[config.mk]
export PLATFORM = sky130hd
export DESIGN_NAME = rpf_ram
export DESIGN_NICKNAME = d
export VERILOG_FILES = /design/src/rtl/radio_packet_framer_top_macros.svh /design/src/rtl/rpf_ram.sv
export SDC_FILE = /design/constraint.sdc
export NUM_CORES = 2
export LEC_CHECK = 0
export BUFFER_PORTS_ARGS = -buffer_cell sky130_fd_sc_hd__buf_2
export CAP_MARGIN = 10
export CORE_MARGIN = 2
export CORE_UTILIZATION = 25
export DETAILED_ROUTE_END_ITERATION = 7
export PLACE_DENSITY = 0.39
export SKIP_CTS_REPAIR_TIMING = 1
export SLEW_MARGIN = 20
export SYNTH_ARGS = -nofsm -noshare
export SYNTH_HDL_FRONTEND = slang
export SYNTH_SLANG_ARGS = --single-unit
[constraint.sdc]
create_clock -name clock -period 4.2 [get_ports clock]
set_input_delay 0.63 -clock clock [delete_from_list [all_inputs] [get_ports clock]]
set_output_delay 0.63 -clock clock [all_outputs]
set_load 0.02 [all_outputs]
[src/rtl/radio_packet_framer_top_macros.svh]
// Assertion macros for the radio packet framer.
`ifndef RADIO_PACKET_FRAMER_TOP_MACROS_SVH
`define RADIO_PACKET_FRAMER_TOP_MACROS_SVH
// Same-cycle implication, checked on clock, quiet in reset.
`define RPF_ASSERT_NOW(label, ante, cons) \
   label: assert property (@(posedge clock) disable iff (reset) (ante) |-> (cons)) \
      else $error("framer check failed");
// Next-cycle implication, checked on clock, quiet in reset.
`define RPF_ASSERT_NEXT(label, ante, cons) \
   label: assert property (@(posedge clock) disable iff (reset) (ante) |=> (cons)) \
      else $error("framer check failed");
`endif

[src/rtl/rpf_ram.sv]
// Generic single-write, single-read RAM with registered read data.
module rpf_ram #(
   parameter int WIDTH = 8,
   parameter int DEPTH = 512
) (
   input  logic                     clock,
   input  logic                     we,
   input  logic [$clog2(DEPTH)-1:0] waddr,
   input  logic [WIDTH-1:0]         wdata,
   input  logic                     re,
   input  logic [$clog2(DEPTH)-1:0] raddr,
   output logic [WIDTH-1:0]         rdata
);
   logic [WIDTH-1:0] mem_ff [DEPTH];
   logic [WIDTH-1:0] rdata_ff;

   always_ff @(posedge clock) begin
      if (we) begin
         mem_ff[waddr] <= wdata;
      end
      if (re) begin
         rdata_ff <= mem_ff[raddr];
      end
   end

   assign rdata = rdata_ff;
endmodule

==> results_dict.tcl <==
set metrics [dict create \
    r2r_end "rdata[1]" \
    hpwlAfterDp_mm 325 \
    hold_path_startpoint "wdata[5]" \
    nNetsFinal 8774 \
    cp.arrival_ns 4.86 \
    rows 293 \
    via_count 82588 \
    seq_area_frac_synth 0.770 \
    hold_violations 0 \
    numPortBuffers 36 \
    finalCritPeriodShare 0.955 \
    cts_tree "built" \
    grt_pass1_vias 85410 \
    design_area_um2 190000 \
    drv_slew 0 \
    ant_nets 0 \
    p_int_w 0.0691 \
    first_iter_violations 7983 \
    crit_start "raddr[0]" \
    rsz0062_at_grt "no" \
    r2r_setup_slack_ns 0.65 \
    period_needed_ns 4.01 \
    finClkSkew_ns 0.0563 \
    p_seq_frac 0.507 \
    post-synth-top-count-cell "edfxtp_1" \
    cap_violations 0 \
    relSlewSlack 0.192 \
    track_usage 0.152 \
    cp_data_required_time_ns 5.05 \
    max_freq_mhz 249 \
    firstDrtPassIters 6 \
    netSwitchingPower_w 0.0199 \
    p_per_area_nw_per_um2 469 \
    cts.path.max_buffers 4 \
    multi_input_area_um2 34000 \
    netlist_top_cells_area "edfxtp_1, mux4_2, mux2i_1, o221ai_1, nor2_1" \
    ys_warn_count 0 \
    setup_viol 0 \
    synth-main-ff-cell "edfxtp_1" \
    routabilityCongestion 0.797 \
    fill_cells 62078 \
    async_flop_share 0 \
    rr_startpoint "mem_ff[35][1]" \
    worstRegToRegCells 8 \
    syn_inst 8030 \
    end_kind "flip-flop" \
    antenna_found_initial 44 \
    clock_sinks 4104 \
    cts_buffers 452 \
    hp-class "in2reg" \
    p_sw_frac 0.224 \
    synth-edff-count 4104 \
    synthDistinctLibCells 50 \
    ys_ff_latch 4104 \
    worstPathMaxFanout 22 \
    overflow 0 \
    hold_path_end "mem_ff[406][5]" \
    wl_mm 506 \
    p_clk_frac 0.441 \
    grt_max_degree 115 \
    grt_pass1_wl_mm 702 \
    holdPathStages 1 \
    clkLatencyLatePin_ns 1.04 \
    syn_avg_cell_area_um2 19.9 \
    start_util 0.251 \
    io_pins 37 \
    clockRootBuffer "clkbuf_16" \
    total_leakage_power_nw 59.8 \
    path_clk_slew_ns 0.06 \
    power.share.combinational 0.052 \
    outcome "complete, no violations" \
    die_area_um2 646000 \
    vdd_ir_drop_max_uv 370 \
    critPathLaunchType "primary input" \
    worst_slew_pin_slew_ns 1.20 \
    fp.dieH_um 804 \
    synth_common_cells "edfxtp_1, mux2i_1, mux4_2, nor2_1, o221ai_1" \
    viasPerCell 4.71 \
    synth_nets 8059 \
    h-tree-depth 5 \
    core_um2 637000 \
    seqCellArea_um2 123000 \
    yosysTopAreaCellShare 0.770 \
    finalPower_w 0.0890 \
    postPlaceCellArea_um2 175000 \
    wl_per_cell_um 28.8 \
    critPathKind "in2reg" \
    syn-cell-area_um2 160000 \
    drive_gt1_frac 0.231 \
    die_w_um 804 \
    syn2layout_area_growth_pct 18.6 \
    drc 0 \
    hold_slack_ns 0.107 \
    synth_top_area_cell "edfxtp_1" \
]
cell usage in the layout (no fill, tap or decap), types with 8 or more instances in the layout:
| cell | count |
|---|---|
| and2_1 | 18 |
| clkinv_1 | 136 |
| buf_4 | 618 |
| bufinv_16 | 43 |
| nor3_1 | 107 |
| diode_2 | 12 |
| nand2_1 | 96 |
| buf_8 | 10 |
| o22ai_1 | 163 |
| o21ai_0 | 116 |
| a21oi_1 | 194 |
| a211oi_1 | 17 |
| buf_12 | 119 |
| nor2_1 | 595 |
| o2111a_1 | 8 |
| clkinvlp_4 | 10 |
| clkinv_2 | 98 |
| nand3_1 | 32 |
| a22oi_1 | 61 |
| inv_6 | 10 |
| edfxtp_1 | 4104 |
| buf_2 | 24 |
| nor4_1 | 35 |
| o31ai_1 | 13 |
| mux4_2 | 654 |
| o221ai_1 | 371 |
| nand2_4 | 12 |
| clkinv_16 | 8 |
| clkbuf_16 | 455 |
| nand4_1 | 32 |
| mux2i_1 | 797 |
| clkbuf_1 | 68 |
registers in the layout, summed over array words and instances (netlist names):
signal and cells:
rdata 8, mem_ff 4096
area by class of cell:
type / count / area share
clock inverters: 319 / 0.0154
inverters: 3 / 0.000106
diodes: 12 / 0.000158
multi-input cells: 3410 / 0.179
repair buffers: 774 / 0.0386
well taps: 8407 / 0.0554
clock buffers: 523 / 0.0614
flip-flops and latches: 4104 / 0.650
power by group through the flow:
| stage | clock [W] | sequential (W) | combinational, W |
|---|---|---|---|
| final | 0.0392 | 0.0451 | 0.00464 |
| after global routing | 0.0417 | 0.0451 | 0.00490 |
| after CTS | 0.0402 | 0.0451 | 0.00475 |
| after detailed placement | 0 | 0.0460 | 0.00475 |
| after global placement | 0 | 0.0460 | 0.00471 |
| after floorplan | 0 | 0.0460 | 0.00215 |
layer usage:
metal	GRT usage	vias up	wire, um
met5	0	-	32
met4	0.0362	4	12300
met3	0.0184	611	23400
met2	0.249	2140	240000
met1	0.215	44845	230000
li1	-	34988	-
worst max path at each step:
stage          endpoint  slack [ns]
2_1_floorplan  rdata[0]        1.46
3_3_place_gp   rdata[1]       -0.91
3_5_place_dp   rdata[1]       -0.87
4_1_cts        rdata[1]        0.23
5_1_grt        rdata[1]        0.15
6_report       rdata[1]        0.19
cell families after synthesis:
kind of cell | Yosys count | share of synthesized area
buffers and inverters | 516 | 0.0185
flip-flops | 4104 | 0.770
multiplexers | 1451 | 0.142
AND/OR/NAND/NOR | 980 | 0.0263
AO/OA/AOI/OAI | 979 | 0.0431
critical path: stages:
cell	delay, ns
buf_12	0.24
buf_12	0.28
buf_4	0.35
mux2i_1	0.15
o221ai_1	0.41
nor3_1	0.10
nor4_1	0.84
o211ai_1	0.26
nor3_1	0.92
buf_4	0.27
o2111a_1	0.19
stage by stage:
step	instances	setup WS, ns	TNS [ns]	utilization
after global placement	16696	-0.905	-2.35	0.275
after floorplan	8030	1.46	0	-
final	17552	0.189	0	0.298
after global routing	17545	0.145	0	0.298
after CTS	17538	0.234	0	0.298
after detailed placement	16696	-0.869	-1.76	0.275
(Power assumes the default switching activity.)
