**config.mk**
```make
export PLATFORM = sky130hd
export DESIGN_NAME = rpf_ctrl
export DESIGN_NICKNAME = d
export VERILOG_FILES = /design/src/rtl/radio_packet_framer_top_macros.svh /design/src/rtl/rpf_pkg.sv /design/src/rtl/rpf_ctrl.sv
export SDC_FILE = /design/constraint.sdc
export NUM_CORES = 1
export LEC_CHECK = 0
export BUFFER_PORTS_ARGS = -buffer_cell sky130_fd_sc_hd__buf_4
export CAP_MARGIN = 20
export CORE_UTILIZATION = 25
export DETAILED_ROUTE_END_ITERATION = 16
export PLACE_DENSITY = 0.55
export SYNTH_ARGS = -nofsm -noshare
export SYNTH_HDL_FRONTEND = slang
export SYNTH_SLANG_ARGS = --single-unit
```
**constraint.sdc**
```tcl
create_clock -name clock -period 5.25 [get_ports clock]
set_input_delay 0.2625 -clock clock [delete_from_list [all_inputs] [get_ports clock]]
set_output_delay 0.2625 -clock clock [all_outputs]
set_load 0.005 [all_outputs]
```
**src/rtl/radio_packet_framer_top_macros.svh**
```systemverilog
// Assertion macros for the radio packet framer.
`ifndef RADIO_PACKET_FRAMER_TOP_MACROS_SVH
`define RADIO_PACKET_FRAMER_TOP_MACROS_SVH
// Same-cycle implication, checked on clock, quiet in reset.
`define RPF_ASSERT_NOW(label, ante, cons) \
   label: assert property (@(posedge clock) disable iff (reset) (ante) |-> (cons)) \
      else $error("framer check failed");
// Next-cycle implication, checked on clock, quiet in reset.
`define RPF_ASSERT_NEXT(label, ante, cons) \
   label: assert property (@(posedge clock) disable iff (reset) (ante) |=> (cons)) \
      else $error("framer check failed");
`endif

```
**src/rtl/rpf_pkg.sv**
```systemverilog
// Types, codes and helpers shared by the radio packet framer modules.
package rpf_pkg;
   localparam int MAX_RES = 8;

   localparam logic [2:0] CMD_EVENT  = 3'd0;
   localparam logic [2:0] CMD_START  = 3'd1;
   localparam logic [2:0] CMD_WRITE  = 3'd2;
   localparam logic [2:0] CMD_READ   = 3'd3;
   localparam logic [2:0] CMD_FINISH = 3'd4;

   localparam logic [3:0] ACT_TX_BYTE      = 4'd0;
   localparam logic [3:0] ACT_IDLE         = 4'd1;
   localparam logic [3:0] ACT_RX_ON        = 4'd2;
   localparam logic [3:0] ACT_TX_ON        = 4'd3;
   localparam logic [3:0] ACT_FIFO_RESET   = 4'd4;
   localparam logic [3:0] ACT_FIFO_ARM     = 4'd5;
   localparam logic [3:0] ACT_STATUS_CLEAR = 4'd6;
   localparam logic [3:0] ACT_REINIT       = 4'd7;
   localparam logic [3:0] ACT_CLAIM        = 4'd8;
   localparam logic [3:0] ACT_RELEASE      = 4'd9;
   localparam logic [3:0] ACT_READ         = 4'd10;
   localparam logic [3:0] ACT_RX_LENGTH    = 4'd11;
   localparam logic [3:0] ACT_REFUSED      = 4'd12;

   localparam logic [3:0] MODE_OFF      = 4'd0;
   localparam logic [3:0] MODE_RX       = 4'd1;
   localparam logic [3:0] MODE_NEW      = 4'd2;
   localparam logic [3:0] MODE_TX       = 4'd3;
   localparam logic [3:0] MODE_PRE_A    = 4'd4;
   localparam logic [3:0] MODE_PRE_B    = 4'd5;
   localparam logic [3:0] MODE_SYNC_A   = 4'd6;
   localparam logic [3:0] MODE_SYNC_B   = 4'd7;
   localparam logic [3:0] MODE_SIZE_HI  = 4'd8;
   localparam logic [3:0] MODE_SIZE_LO  = 4'd9;
   localparam logic [3:0] MODE_DATA     = 4'd10;
   localparam logic [3:0] MODE_DATA_END = 4'd11;
   localparam logic [3:0] MODE_TRL_A    = 4'd12;
   localparam logic [3:0] MODE_TRL_B    = 4'd13;
   localparam logic [3:0] MODE_END      = 4'd14;

   localparam logic [1:0] SEL_RAM  = 2'd0;
   localparam logic [1:0] SEL_HDR0 = 2'd1;
   localparam logic [1:0] SEL_HDR1 = 2'd2;
   localparam logic [1:0] SEL_ZERO = 2'd3;

   localparam logic [7:0] BYTE_PREAMBLE = 8'hAA;
   localparam logic [7:0] BYTE_SYNC_A   = 8'h2D;
   localparam logic [7:0] BYTE_SYNC_B   = 8'hD4;
   localparam logic [7:0] BYTE_TX_OFF   = 8'h08;

   typedef struct packed {
      logic [2:0]  cmd;
      logic        power_on_reset_flag;
      logic        fifo_overflow_flag;
      logic        fifo_ready_flag;
      logic [7:0]  received_byte;
      logic        host_busy;
      logic [14:0] send_length;
      logic [8:0]  buffer_index;
      logic [7:0]  buffer_value;
   } rpf_item_type;

   typedef struct packed {
      logic [3:0]  action;
      logic [14:0] value;
   } rpf_res_type;

   typedef struct packed {
      logic                      load;
      logic [3:0]                count;
      rpf_res_type [MAX_RES-1:0] list;
   } rpf_res_set_type;

   function automatic rpf_res_set_type rpf_add(rpf_res_set_type rs_in, logic [3:0] act,
                                               logic [14:0] val);
      rpf_res_set_type rs;
      rs = rs_in;
      rs.list[rs.count[2:0]] = '{action: act, value: val};
      rs.count = rs.count + 4'd1;
      return rs;
   endfunction
endpackage

```
**src/rtl/rpf_ctrl.sv**
```systemverilog
// Framer control: item stage, link state, buffer access and result building.
module rpf_ctrl #(
   parameter int BUFFER_BYTES = 512
) (
   input  logic                            clock,
   input  logic                            reset,
   input  logic                            req_valid,
   input  rpf_pkg::rpf_item_type           req_item,
   output logic                            req_ready,
   input  logic                            buf_free,
   output rpf_pkg::rpf_res_set_type        res_set,
   output logic                            ram_we,
   output logic [$clog2(BUFFER_BYTES)-1:0] ram_waddr,
   output logic [7:0]                      ram_wdata,
   output logic                            ram_re,
   output logic [$clog2(BUFFER_BYTES)-1:0] ram_raddr,
   input  logic [7:0]                      ram_rdata
);
   import rpf_pkg::*;

   localparam int AW = $clog2(BUFFER_BYTES);
   localparam int CW = (AW + 1 > 10) ? AW + 1 : 10;

   logic                  a_valid_ff, a_valid_in;
   rpf_item_type          item_ff;
   logic [1:0]            sel_ff, sel_in;
   logic [3:0]            mode_ff, mode_in;
   logic [14:0]           bp_ff, bp_in;
   logic [14:0]           tl_ff, tl_in;
   logic [AW-1:0]         txa_ff, txa_in;
   logic [7:0]            hdr0_ff, hdr0_in, hdr1_ff, hdr1_in;

   logic                  accept, fire;
   logic [CW-1:0]         req_idx, a_idx;
   logic                  req_idx_ok, a_idx_ok;
   logic [7:0]            rd_byte;
   logic [14:0]           hdr_len;
   logic [14:0]           bp_next;
   logic                  we_c;
   rpf_res_set_type       rs;

   assign req_ready = !a_valid_ff;
   assign accept    = req_valid && req_ready;
   assign fire      = a_valid_ff && buf_free;

   // Issue the buffer read as the item comes in.
   assign req_idx    = CW'(req_item.buffer_index);
   assign req_idx_ok = req_idx < CW'(BUFFER_BYTES);
   assign ram_re     = accept;
   assign ram_raddr  = (req_item.cmd == CMD_READ) ? req_idx[AW-1:0] : txa_ff;

   always_comb begin
      if (req_item.cmd == CMD_READ) begin
         if (!req_idx_ok)             sel_in = SEL_ZERO;
         else if (req_idx == CW'(0))  sel_in = SEL_HDR0;
         else if (req_idx == CW'(1))  sel_in = SEL_HDR1;
         else                         sel_in = SEL_RAM;
      end else begin
         if (txa_ff == AW'(0))        sel_in = SEL_HDR0;
         else if (txa_ff == AW'(1))   sel_in = SEL_HDR1;
         else                         sel_in = SEL_RAM;
      end
   end

   assign a_idx    = CW'(item_ff.buffer_index);
   assign a_idx_ok = a_idx < CW'(BUFFER_BYTES);
   assign hdr_len  = {hdr0_ff[6:0], hdr1_ff};

   // Header bytes live in registers; the RAM copy of entries 0 and 1 is never read.
   always_comb begin
      case (sel_ff)
         SEL_HDR0: rd_byte = hdr0_ff;
         SEL_HDR1: rd_byte = hdr1_ff;
         SEL_ZERO: rd_byte = 8'd0;
         default:  rd_byte = ram_rdata;
      endcase
   end

   always_comb begin
      rs        = '0;
      mode_in   = mode_ff;
      bp_in     = bp_ff;
      tl_in     = tl_ff;
      txa_in    = txa_ff;
      hdr0_in   = hdr0_ff;
      hdr1_in   = hdr1_ff;
      we_c      = 1'b0;
      ram_waddr = a_idx[AW-1:0];
      ram_wdata = item_ff.buffer_value;
      bp_next   = bp_ff + 15'd1;
      case (item_ff.cmd)
         CMD_EVENT: begin
            if (item_ff.power_on_reset_flag || item_ff.fifo_overflow_flag) begin
               rs      = rpf_add(rs, ACT_REINIT, 15'd0);
               mode_in = MODE_RX;
               bp_in   = 15'd0;
            end else if (item_ff.fifo_ready_flag) begin
               case (mode_ff)
                  MODE_RX: begin
                     if ((bp_ff != 15'd0) ? (bp_ff < 15'(BUFFER_BYTES))
                                          : !item_ff.host_busy) begin
                        rs        = rpf_add(rs, ACT_CLAIM, 15'd0);
                        ram_waddr = bp_ff[AW-1:0];
                        ram_wdata = item_ff.received_byte;
                        we_c      = bp_ff >= 15'd2;
                        if (bp_ff == 15'd0) hdr0_in = item_ff.received_byte;
                        if (bp_ff == 15'd1) hdr1_in = item_ff.received_byte;
                        bp_in = bp_next;
                        if (bp_next > 15'd2 &&
                            {1'b0, bp_next} > ({1'b0, hdr_len} + 16'd1)) begin
                           rs      = rpf_add(rs, ACT_IDLE, 15'd0);
                           rs      = rpf_add(rs, ACT_RX_ON, 15'd0);
                           mode_in = MODE_NEW;
                        end
                     end else begin
                        // Overrun or busy host: abort and restart receive.
                        if (bp_ff != 15'd0) rs = rpf_add(rs, ACT_RELEASE, 15'd0);
                        rs      = rpf_add(rs, ACT_IDLE, 15'd0);
                        rs      = rpf_add(rs, ACT_RX_ON, 15'd0);
                        rs      = rpf_add(rs, ACT_FIFO_RESET, 15'd0);
                        rs      = rpf_add(rs, ACT_FIFO_ARM, 15'd0);
                        bp_in   = 15'd0;
                        mode_in = MODE_RX;
                     end
                  end
                  MODE_SYNC_A: begin
                     rs      = rpf_add(rs, ACT_TX_BYTE, {7'd0, BYTE_SYNC_A});
                     mode_in = mode_ff + 4'd1;
                  end
                  MODE_SYNC_B: begin
                     rs      = rpf_add(rs, ACT_TX_BYTE, {7'd0, BYTE_SYNC_B});
                     mode_in = mode_ff + 4'd1;
                  end
                  MODE_SIZE_HI: begin
                     rs      = rpf_add(rs, ACT_TX_BYTE, {7'd0, hdr0_ff});
                     mode_in = mode_ff + 4'd1;
                  end
                  MODE_SIZE_LO: begin
                     rs      = rpf_add(rs, ACT_TX_BYTE, {7'd0, hdr1_ff});
                     mode_in = mode_ff + 4'd1;
                  end
                  MODE_DATA: begin
                     rs     = rpf_add(rs, ACT_TX_BYTE, {7'd0, rd_byte});
                     bp_in  = bp_next;
                     txa_in = (txa_ff == AW'(BUFFER_BYTES - 1)) ? '0 : txa_ff + AW'(1);
                     if (bp_next >= tl_ff) mode_in = MODE_DATA_END;
                  end
                  MODE_END: begin
                     rs      = rpf_add(rs, ACT_TX_BYTE, {7'd0, BYTE_TX_OFF});
                     rs      = rpf_add(rs, ACT_RELEASE, 15'd0);
                     rs      = rpf_add(rs, ACT_RX_ON, 15'd0);
                     rs      = rpf_add(rs, ACT_FIFO_RESET, 15'd0);
                     rs      = rpf_add(rs, ACT_FIFO_ARM, 15'd0);
                     rs      = rpf_add(rs, ACT_STATUS_CLEAR, 15'd0);
                     bp_in   = 15'd0;
                     mode_in = MODE_RX;
                  end
                  MODE_OFF, MODE_NEW: begin
                     rs = rpf_add(rs, ACT_STATUS_CLEAR, 15'd0);
                  end
                  MODE_TX, MODE_PRE_A, MODE_PRE_B, MODE_DATA_END, MODE_TRL_A,
                  MODE_TRL_B: begin
                     rs      = rpf_add(rs, ACT_TX_BYTE, {7'd0, BYTE_PREAMBLE});
                     mode_in = mode_ff + 4'd1;
                  end
                  default: ;
               endcase
               if (mode_in >= MODE_TX) rs = rpf_add(rs, ACT_CLAIM, 15'd0);
            end
         end
         CMD_START: begin
            if (mode_ff > MODE_RX || (mode_ff == MODE_RX && bp_ff != 15'd0)) begin
               rs = rpf_add(rs, ACT_REFUSED, 15'd0);
            end else begin
               tl_in   = item_ff.send_length;
               hdr0_in = {1'b0, item_ff.send_length[14:8]};
               hdr1_in = item_ff.send_length[7:0];
               mode_in = MODE_TX;
               bp_in   = 15'd0;
               txa_in  = AW'(2);
               rs      = rpf_add(rs, ACT_TX_ON, 15'd0);
               rs      = rpf_add(rs, ACT_CLAIM, 15'd0);
            end
         end
         CMD_WRITE: begin
            if (a_idx_ok) begin
               we_c = a_idx >= CW'(2);
               if (a_idx == CW'(0)) hdr0_in = item_ff.buffer_value;
               if (a_idx == CW'(1)) hdr1_in = item_ff.buffer_value;
            end
         end
         CMD_READ: begin
            rs = rpf_add(rs, ACT_READ, {7'd0, rd_byte});
         end
         CMD_FINISH: begin
            if (mode_ff != MODE_NEW) begin
               rs = rpf_add(rs, ACT_RX_LENGTH, 15'd0);
            end else if (hdr0_ff[7] || hdr_len == 15'd0) begin
               // Source-routed or empty packet: release and listen again.
               rs      = rpf_add(rs, ACT_RELEASE, 15'd0);
               rs      = rpf_add(rs, ACT_RX_ON, 15'd0);
               rs      = rpf_add(rs, ACT_FIFO_RESET, 15'd0);
               rs      = rpf_add(rs, ACT_FIFO_ARM, 15'd0);
               rs      = rpf_add(rs, ACT_RX_LENGTH, 15'd0);
               bp_in   = 15'd0;
               mode_in = MODE_RX;
            end else begin
               rs      = rpf_add(rs, ACT_RX_LENGTH, hdr_len);
               mode_in = MODE_OFF;
            end
         end
         default: ;
      endcase
      rs.load = fire;
   end

   assign res_set    = rs;
   assign ram_we     = fire && we_c;
   assign a_valid_in = accept ? 1'b1 : (fire ? 1'b0 : a_valid_ff);

   always_ff @(posedge clock) begin
      if (reset) begin
         a_valid_ff <= 1'b0;
         mode_ff    <= MODE_OFF;
         bp_ff      <= 15'd0;
         tl_ff      <= 15'd0;
         txa_ff     <= '0;
      end else begin
         a_valid_ff <= a_valid_in;
         if (fire) begin
            mode_ff <= mode_in;
            bp_ff   <= bp_in;
            tl_ff   <= tl_in;
            txa_ff  <= txa_in;
         end
      end
   end

   always_ff @(posedge clock) begin
      if (accept) begin
         item_ff <= req_item;
         sel_ff  <= sel_in;
      end
      if (fire) begin
         hdr0_ff <= hdr0_in;
         hdr1_ff <= hdr1_in;
      end
   end
endmodule

```
==> results of run 1 <==
==> cell families (layout without fill, tap and decap cells) <==
logic type | after synthesis | in the layout | synth area share (%)
simple gates | 330 | 330 | 20.1
buf+inv | 215 | 195 | 15.8
compound gates | 179 | 179 | 14.7
flops | 109 | 109 | 34.4
fa+ha+maj | 42 | 42 | 6.38
xor+xnor | 37 | 37 | 3.93
mux | 35 | 35 | 4.63
other cells | 1 | 117 | 0.0455
==> routing by layer <==
layer / routed length (um) / GRT usage, %
met5: 8 / 0
met1: 10900 / 18.7
met2: 10900 / 22.7
met3: 1550 / 2.00
met4: 446 / 4.77
==> cell usage after synthesis, drive strengths merged (6+ instances only) <==
cell type and instances:
nand3b 8, xnor2 15, a222oi 14, mux2 25, inv 40, ha 42, mux2i 10, and3 13
nand4 13, clkbuf 41, nor2 65, edfxtp 65, dfxtp 44, and2 15, xor2 22, or3 8
nand2b 6, a211oi 7, buf 134, a21oi 49, a22oi 16, a21o 9, nor3 28, o21ai 38
nor2b 6, nand3 30, and4 8, nand2 108, nor4 9
==> area by class of cell <==
cell class / count / area, um^2
Inverter: 40 / 150
Tap cell: 442 / 553
Multi-Input combinational cell: 740 / 4580
Clock inverter: 7 / 95.1
Sequential cell: 109 / 2840
Clock buffer: 9 / 225
Fill cell: 3519 / 23000
Timing Repair Buffer: 139 / 1040
==> where the power goes <==
part / internal [mW] / switching, mW
clock network: 0.421 / 0.333
logic: 0.0889 / 0.119
registers: 0.940 / 0.0247
total: 1.45 / 0.478
==> path summary, 6_finish.rpt <==
kind                            end  depth (start not counted)                    start  slack [ns]
max                     res_set[75]                         16     hdr1_ff[0]$_DFFE_PP_        0.32
min           item_ff[40]$_DFFE_PP_                          1             req_item[40]        0.07
max reg2reg   bp_ff[6]$_SDFFE_PP0P_                         12  mode_ff[1]$_SDFFE_PP0P_        1.08
min reg2reg  tl_ff[11]$_SDFFE_PP0P_                          2   tl_ff[11]$_SDFFE_PP0P_        0.46
==> sequential cells by signal, summed over array words and instances, names as in the netlist, 4 cells and up <==
| register | count |
|---|---|
| item_ff | 38 |
| bp_ff | 15 |
| tl_ff | 15 |
| a_idx | 9 |
| txa_ff | 9 |
| hdr0_ff | 8 |
| hdr1_ff | 8 |
| mode_ff | 4 |
==> timing repair <==
| item | 4_1_cts | 5_1_grt |
|---|---|---|
| resized for setup | 1 | 11 |
| buffers inserted | 1 | 0 |
| pin swaps | 1 | 1 |
| setup endpoints to repair | 5 | 9 |
==> worst max-delay path, cell delays in order (launching register included) <==
cell,delay [ns]
edfxtp_1,0.52
ha_1,0.27
and4_1,0.32
nand2_1,0.10
xor2_1,0.17
ha_1,0.30
and3_1,0.16
nand3_1,0.10
or4b_2,0.68
o22ai_1,0.38
o211ai_1,0.19
nor3_1,0.31
nor3_2,0.08
buf_4,0.16
nor3b_1,0.27
and2_1,0.18
buf_4,0.11
==> stage by stage <==
step / hold WS (ns) / std cells / utilization [%]
2_1_floorplan: 0.361 / 1064 / -
3_3_place_gp: 0.441 / 1469 / 28.1
3_5_place_dp: 0.442 / 1469 / 28.1
4_1_cts: 0.0484 / 1486 / 29.1
5_1_grt: 0.0511 / 1486 / 29.2
6_report: 0.0669 / 1486 / 29.2
==> summary.md, run 1 <==
| Metric | Value |
|---|---|
| #FFs+latches synth | `109` |
| Fin crit period | `a little under 5 ns` |
| Rows | `66` |
| # DRC | `1` |
| Average routed wire per standard cell | `16.0 um` |
| Final setup viols | `0` |
| Die Y | `184 um` |
| Max_cap viols | `0` |
| Max-slew violations | `0` |
| ANT nets after route | `0` |
| Setup TNS | `0 ns` |
| TritonCTS Buffers | `9` |
| Leak | `3.98 nW` |
| Clock-pin slew on the worst setup and hold paths | `0.08 ns` |
| Status | `complete, but fails checks` |
| WS Path Type | `register to output port` |
| VDD IR max | `0.000159 V` |
| Arr. time, crit path | `4.66 ns` |
| Diode count | `0` |
| Hold Crit Class | `input pin to register` |
| Top cells by area, synth | `edfxtp_1 24%, buf_4 11%, dfxtp_1 11%` |
| Leading area contributor after synthesis | `edfxtp_1` |
| Seq/Total Area, Yosys | `between 30% and 40%` |
| First-pass GRT wire length | `35.8 mm` |
| Fmax | `approximately 200 MHz` |
| 1st-iter DRT viols | `540` |
| RSZ-0062 raised after global routing | `no` |
| Initial antenna violation count | `1` |
| Die X-Extent | `approximately 180 um` |
| First-pass DRT Iterations | `13` |
| Final GP Congestion | `0.852` |
| Least-Margin Pin Slew | `~1.0 ns` |
| Routed wire length | `23.8 mm` |
| Post-CTS Hold Buffers | `0` |
| TritonCTS clock tree | `yes` |
| Post-synth top flop | `edfxtp_1` |
| Area of the die | `33,700 um^2` |
| Most frequent cells in the layout | `139 x buf_4, 117 x conb_1, 107 x nand2_1` |
| Port buffer count | `127` |
| Crit end category | `output port` |
| Nets@finish | `1,140` |
| Placed instance area | `9120 um^2` |
| Initial Util | `between 20% and 30%` |
| Largest net degree at the start of global routing | `52` |
| Root Driver | `clkbuf_16` |
| Total power | `about 1.9 mW` |
| Post-synth EDFFs | `65` |
| Post-Syn Area | `8240 um^2` |
| Grt ovf | `0` |
| PnR worst setup slack | `0.323 ns` |
| Slew HR | `29.7%` |
| PD cells | `between 200 and 250 nW/um^2` |
| Share of layout cells above drive strength 1 | `approximately a fifth` |
| Final Instance Area | `approximately 9500 um^2` |
| Synth top area share | `23.7%` |
| Longest Clk Path Bufs | `2` |
| I/O pin cnt | `approximately 250` |
| Total track usage | `around 14%` |
| Worst slack, placed | `0.308 ns` |
| Worst Path Max Fanout | `7` |
| Async set-or-reset flop fraction in the synthesized netlist | `0%` |
| Fin crit share | `93.9%` |
| CTS H-tree lvls | `3` |
| Failing checks | `DRC` |
| Total vias in the final route | `6,883` |
| Setup Skew | `0.00823 ns` |
| Vias in the first global route | `6,277` |
| Vias per cell | `4.63` |
| Synthesis-to-finish area growth | `15.2%` |
| Worst EP required | `4.99 ns` |
| Worst skew pair latency | `0.37 ns` |
| Commonest non-fill, non-tap cell in the layout | `buf_4` |
| Startpoint Class | `register` |
| Core Area | `32,500 um^2` |
| Synth Instances | `948` |
| Yosys cell types | `66` |
| Syn_area_per_cell | `8.69 um^2` |
| Clk sink count | `109` |
| Final hold vios | `0` |
| DPL Wire Length | `18.5 mm` |
| Warnings, synthesis | `0` |
Power figures use the tool's default switching activity.
==> run 2: changes to the inputs <==
Settings changed: REMOVE_ABC_BUFFERS set to 1.
==> summary.md, run 2 (synthesized netlist as in run 1, its figures left out) <==
| Metric | Value |
|---|---|
| Synthesis-to-finish area growth | `15.7%` |
| Share of layout cells above drive strength 1 | `20.3%` |
| 1st-iter DRT viols | `800` |
| Vias in the first global route | `6,246` |
| First-pass DRT Iterations | `7` |
| ANT nets after route | `0` |
| Leak | `4.02 nW` |
| Cell chain of the critical path | `nand3_1, nor2_2, nand2_1, nor2_1, and4_1, xor2_1, ha_1, nand4_1, a211oi_1, a2111oi_2, buf_4, a21boi_0, o31ai_1, a211oi_2, nor3_2, buf_4, mux2i_1, nand2_1, buf_4` |
| Most frequent CP cell | `buf_4` |
| First-pass GRT wire length | `36.2 mm` |
| Clock-pin slew on the worst setup and hold paths | `0.09 ns` |
| PD cells | `201 nW/um^2` |
| Slowest library cell on the worst path | `dfxtp_2` |
| I/O pin cnt | `245` |
| Final GP Congestion | `0.892` |
| Vias per cell | `4.69` |
| Buffer and inverter count on the worst path | `3` |
| Slew HR | `30.1%` |
| Fmax | `around 200 MHz` |
| Largest net degree at the start of global routing | `52` |
| Nets@finish | `1,144` |
| Max_cap viols | `0` |
| Number of flip-flops in the largest register | `38` |
| Worst skew pair latency | `0.37 ns` |
| Root Driver | `clkbuf_16` |
| Slowest stage delay, CP | `between 0.4 and 0.5 ns` |
| Most frequent cells in the layout | `143 x buf_4, 117 x conb_1, 107 x nand2_1` |
| DPL Wire Length | `18.6 mm` |
| Final hold vios | `0` |
| Total vias in the final route | `6,988` |
| Fin crit period | `between 4 and 5 ns` |
| WS Path Type | `register to output port` |
| Hold Crit Class | `input pin to register` |
| Setup TNS | `0 ns` |
| Final Instance Area | `~9500 um^2` |
| Crit end category | `output port` |
| Setup Skew | `0.0103 ns` |
| TritonCTS Buffers | `9` |
| Area of the die | `roughly 34,000 um^2` |
| Longest Clk Path Bufs | `2` |
| Largest Register | `item_ff` |
| Sequential cell area | `2840 um^2` |
| TritonCTS clock tree | `yes` |
| Rows | `66` |
| Layout Utilization | `29.4%` |
| Worst Path Max Fanout | `12` |
| Average routed wire per standard cell | `roughly 16 um` |
| Clk sink count | `109` |
| Diode count | `0` |
| Grt ovf | `0` |
| R2R Path Start | `mode_ff[1]$_SDFFE_PP0P_` |
| Crit path from | `bp_ff[2]$_SDFFE_PP0P_` |
| Max-slew violations | `0` |
| Startpoint Class | `register` |
| Top flop regs | `item_ff x38, bp_ff x15, tl_ff x15` |
| Crit path max-delay family | `simple AND/OR/NAND/NOR gates` |
| VDD IR max | `about 0.00014 V` |
| Area occupied by multi-input gates | `4600 um^2` |
| Fill count | `3,452` |
| Initial antenna violation count | `0` |
| Die Y | `around 180 um` |
| Core Area | `32,500 um^2` |
| CTS H-tree lvls | `3` |
| RSZ-0062 raised after global routing | `no` |
| # DRC | `0` |
| Total track usage | `13.8%` |
| Worst EP required | `4.99 ns` |
| Port buffer count | `around 130` |
| Placed instance area | `about 9100 um^2` |
| Routed wire length | `23.9 mm` |
| Fin crit share | `94.8%` |
| Status | `finished, final reports clean` |
| Initial Util | `25.4%` |
| Final setup viols | `0` |
| Least-Margin Pin Slew | `1.04 ns` |
| Arr. time, crit path | `4.72 ns` |
| Die X-Extent | `184 um` |
| Worst hold start | `req_item[0]` |
| Commonest non-fill, non-tap cell in the layout | `buf_4` |
-- run 2: worst paths after layout --
path / end / slack, ns / cells after the start
worst min register to register: tl_ff[5]$_SDFFE_PP0P_ / 0.46 / 2
worst min-delay path: item_ff[0]$_DFFE_PP_ / 0.06 / 1
worst max-delay path: res_set[152] / 0.27 / 19
worst max register to register: bp_ff[5]$_SDFFE_PP0P_ / 0.95 / 11
-- run 2: what timing repair did --
action	in CTS	in global routing
gates resized for setup	2	11
endpoints found under the setup margin	5	9
cloned	0	0
pin swaps	0	1
hold buffers	0	0
buffers inserted	1	3
-- run 2: layout make-up --
type | count | area share (%)
multi-input cells | 740 | 48.2
flip-flops and latches | 109 | 29.8
repair buffers | 143 | 11.3
well taps | 442 | 5.80
clock buffers | 9 | 2.36
inverters | 40 | 1.58
clock inverters | 7 | 1.04
-- run 2: metrics by stage --
stage	worst slack [ns]	instances	hold slack [ns]	total power, mW
global route	0.0255	1490	0.0428	1.99
detailed placement	0.246	1469	0.442	1.20
finish	0.272	1490	0.0600	1.91
CTS	0.0222	1486	0.0501	1.93
global placement	0.385	1469	0.441	1.19
floorplan	1.11	889	0.332	1.08
-- run 2: layer usage --
metal  vias up  GRT usage (%)  share of wire (%)
li1       3328              -                  -
met1      3261           19.9                 47
met2       378           20.6                 43
met3        21           3.29                8.9
met4         0           2.90                1.1
met5         -              0                  0
-- run 2: where the power goes --
group	switching, mW	internal [mW]
combinational	0.125	0.0896
sequential	0.0248	0.940
clock	0.380	0.354
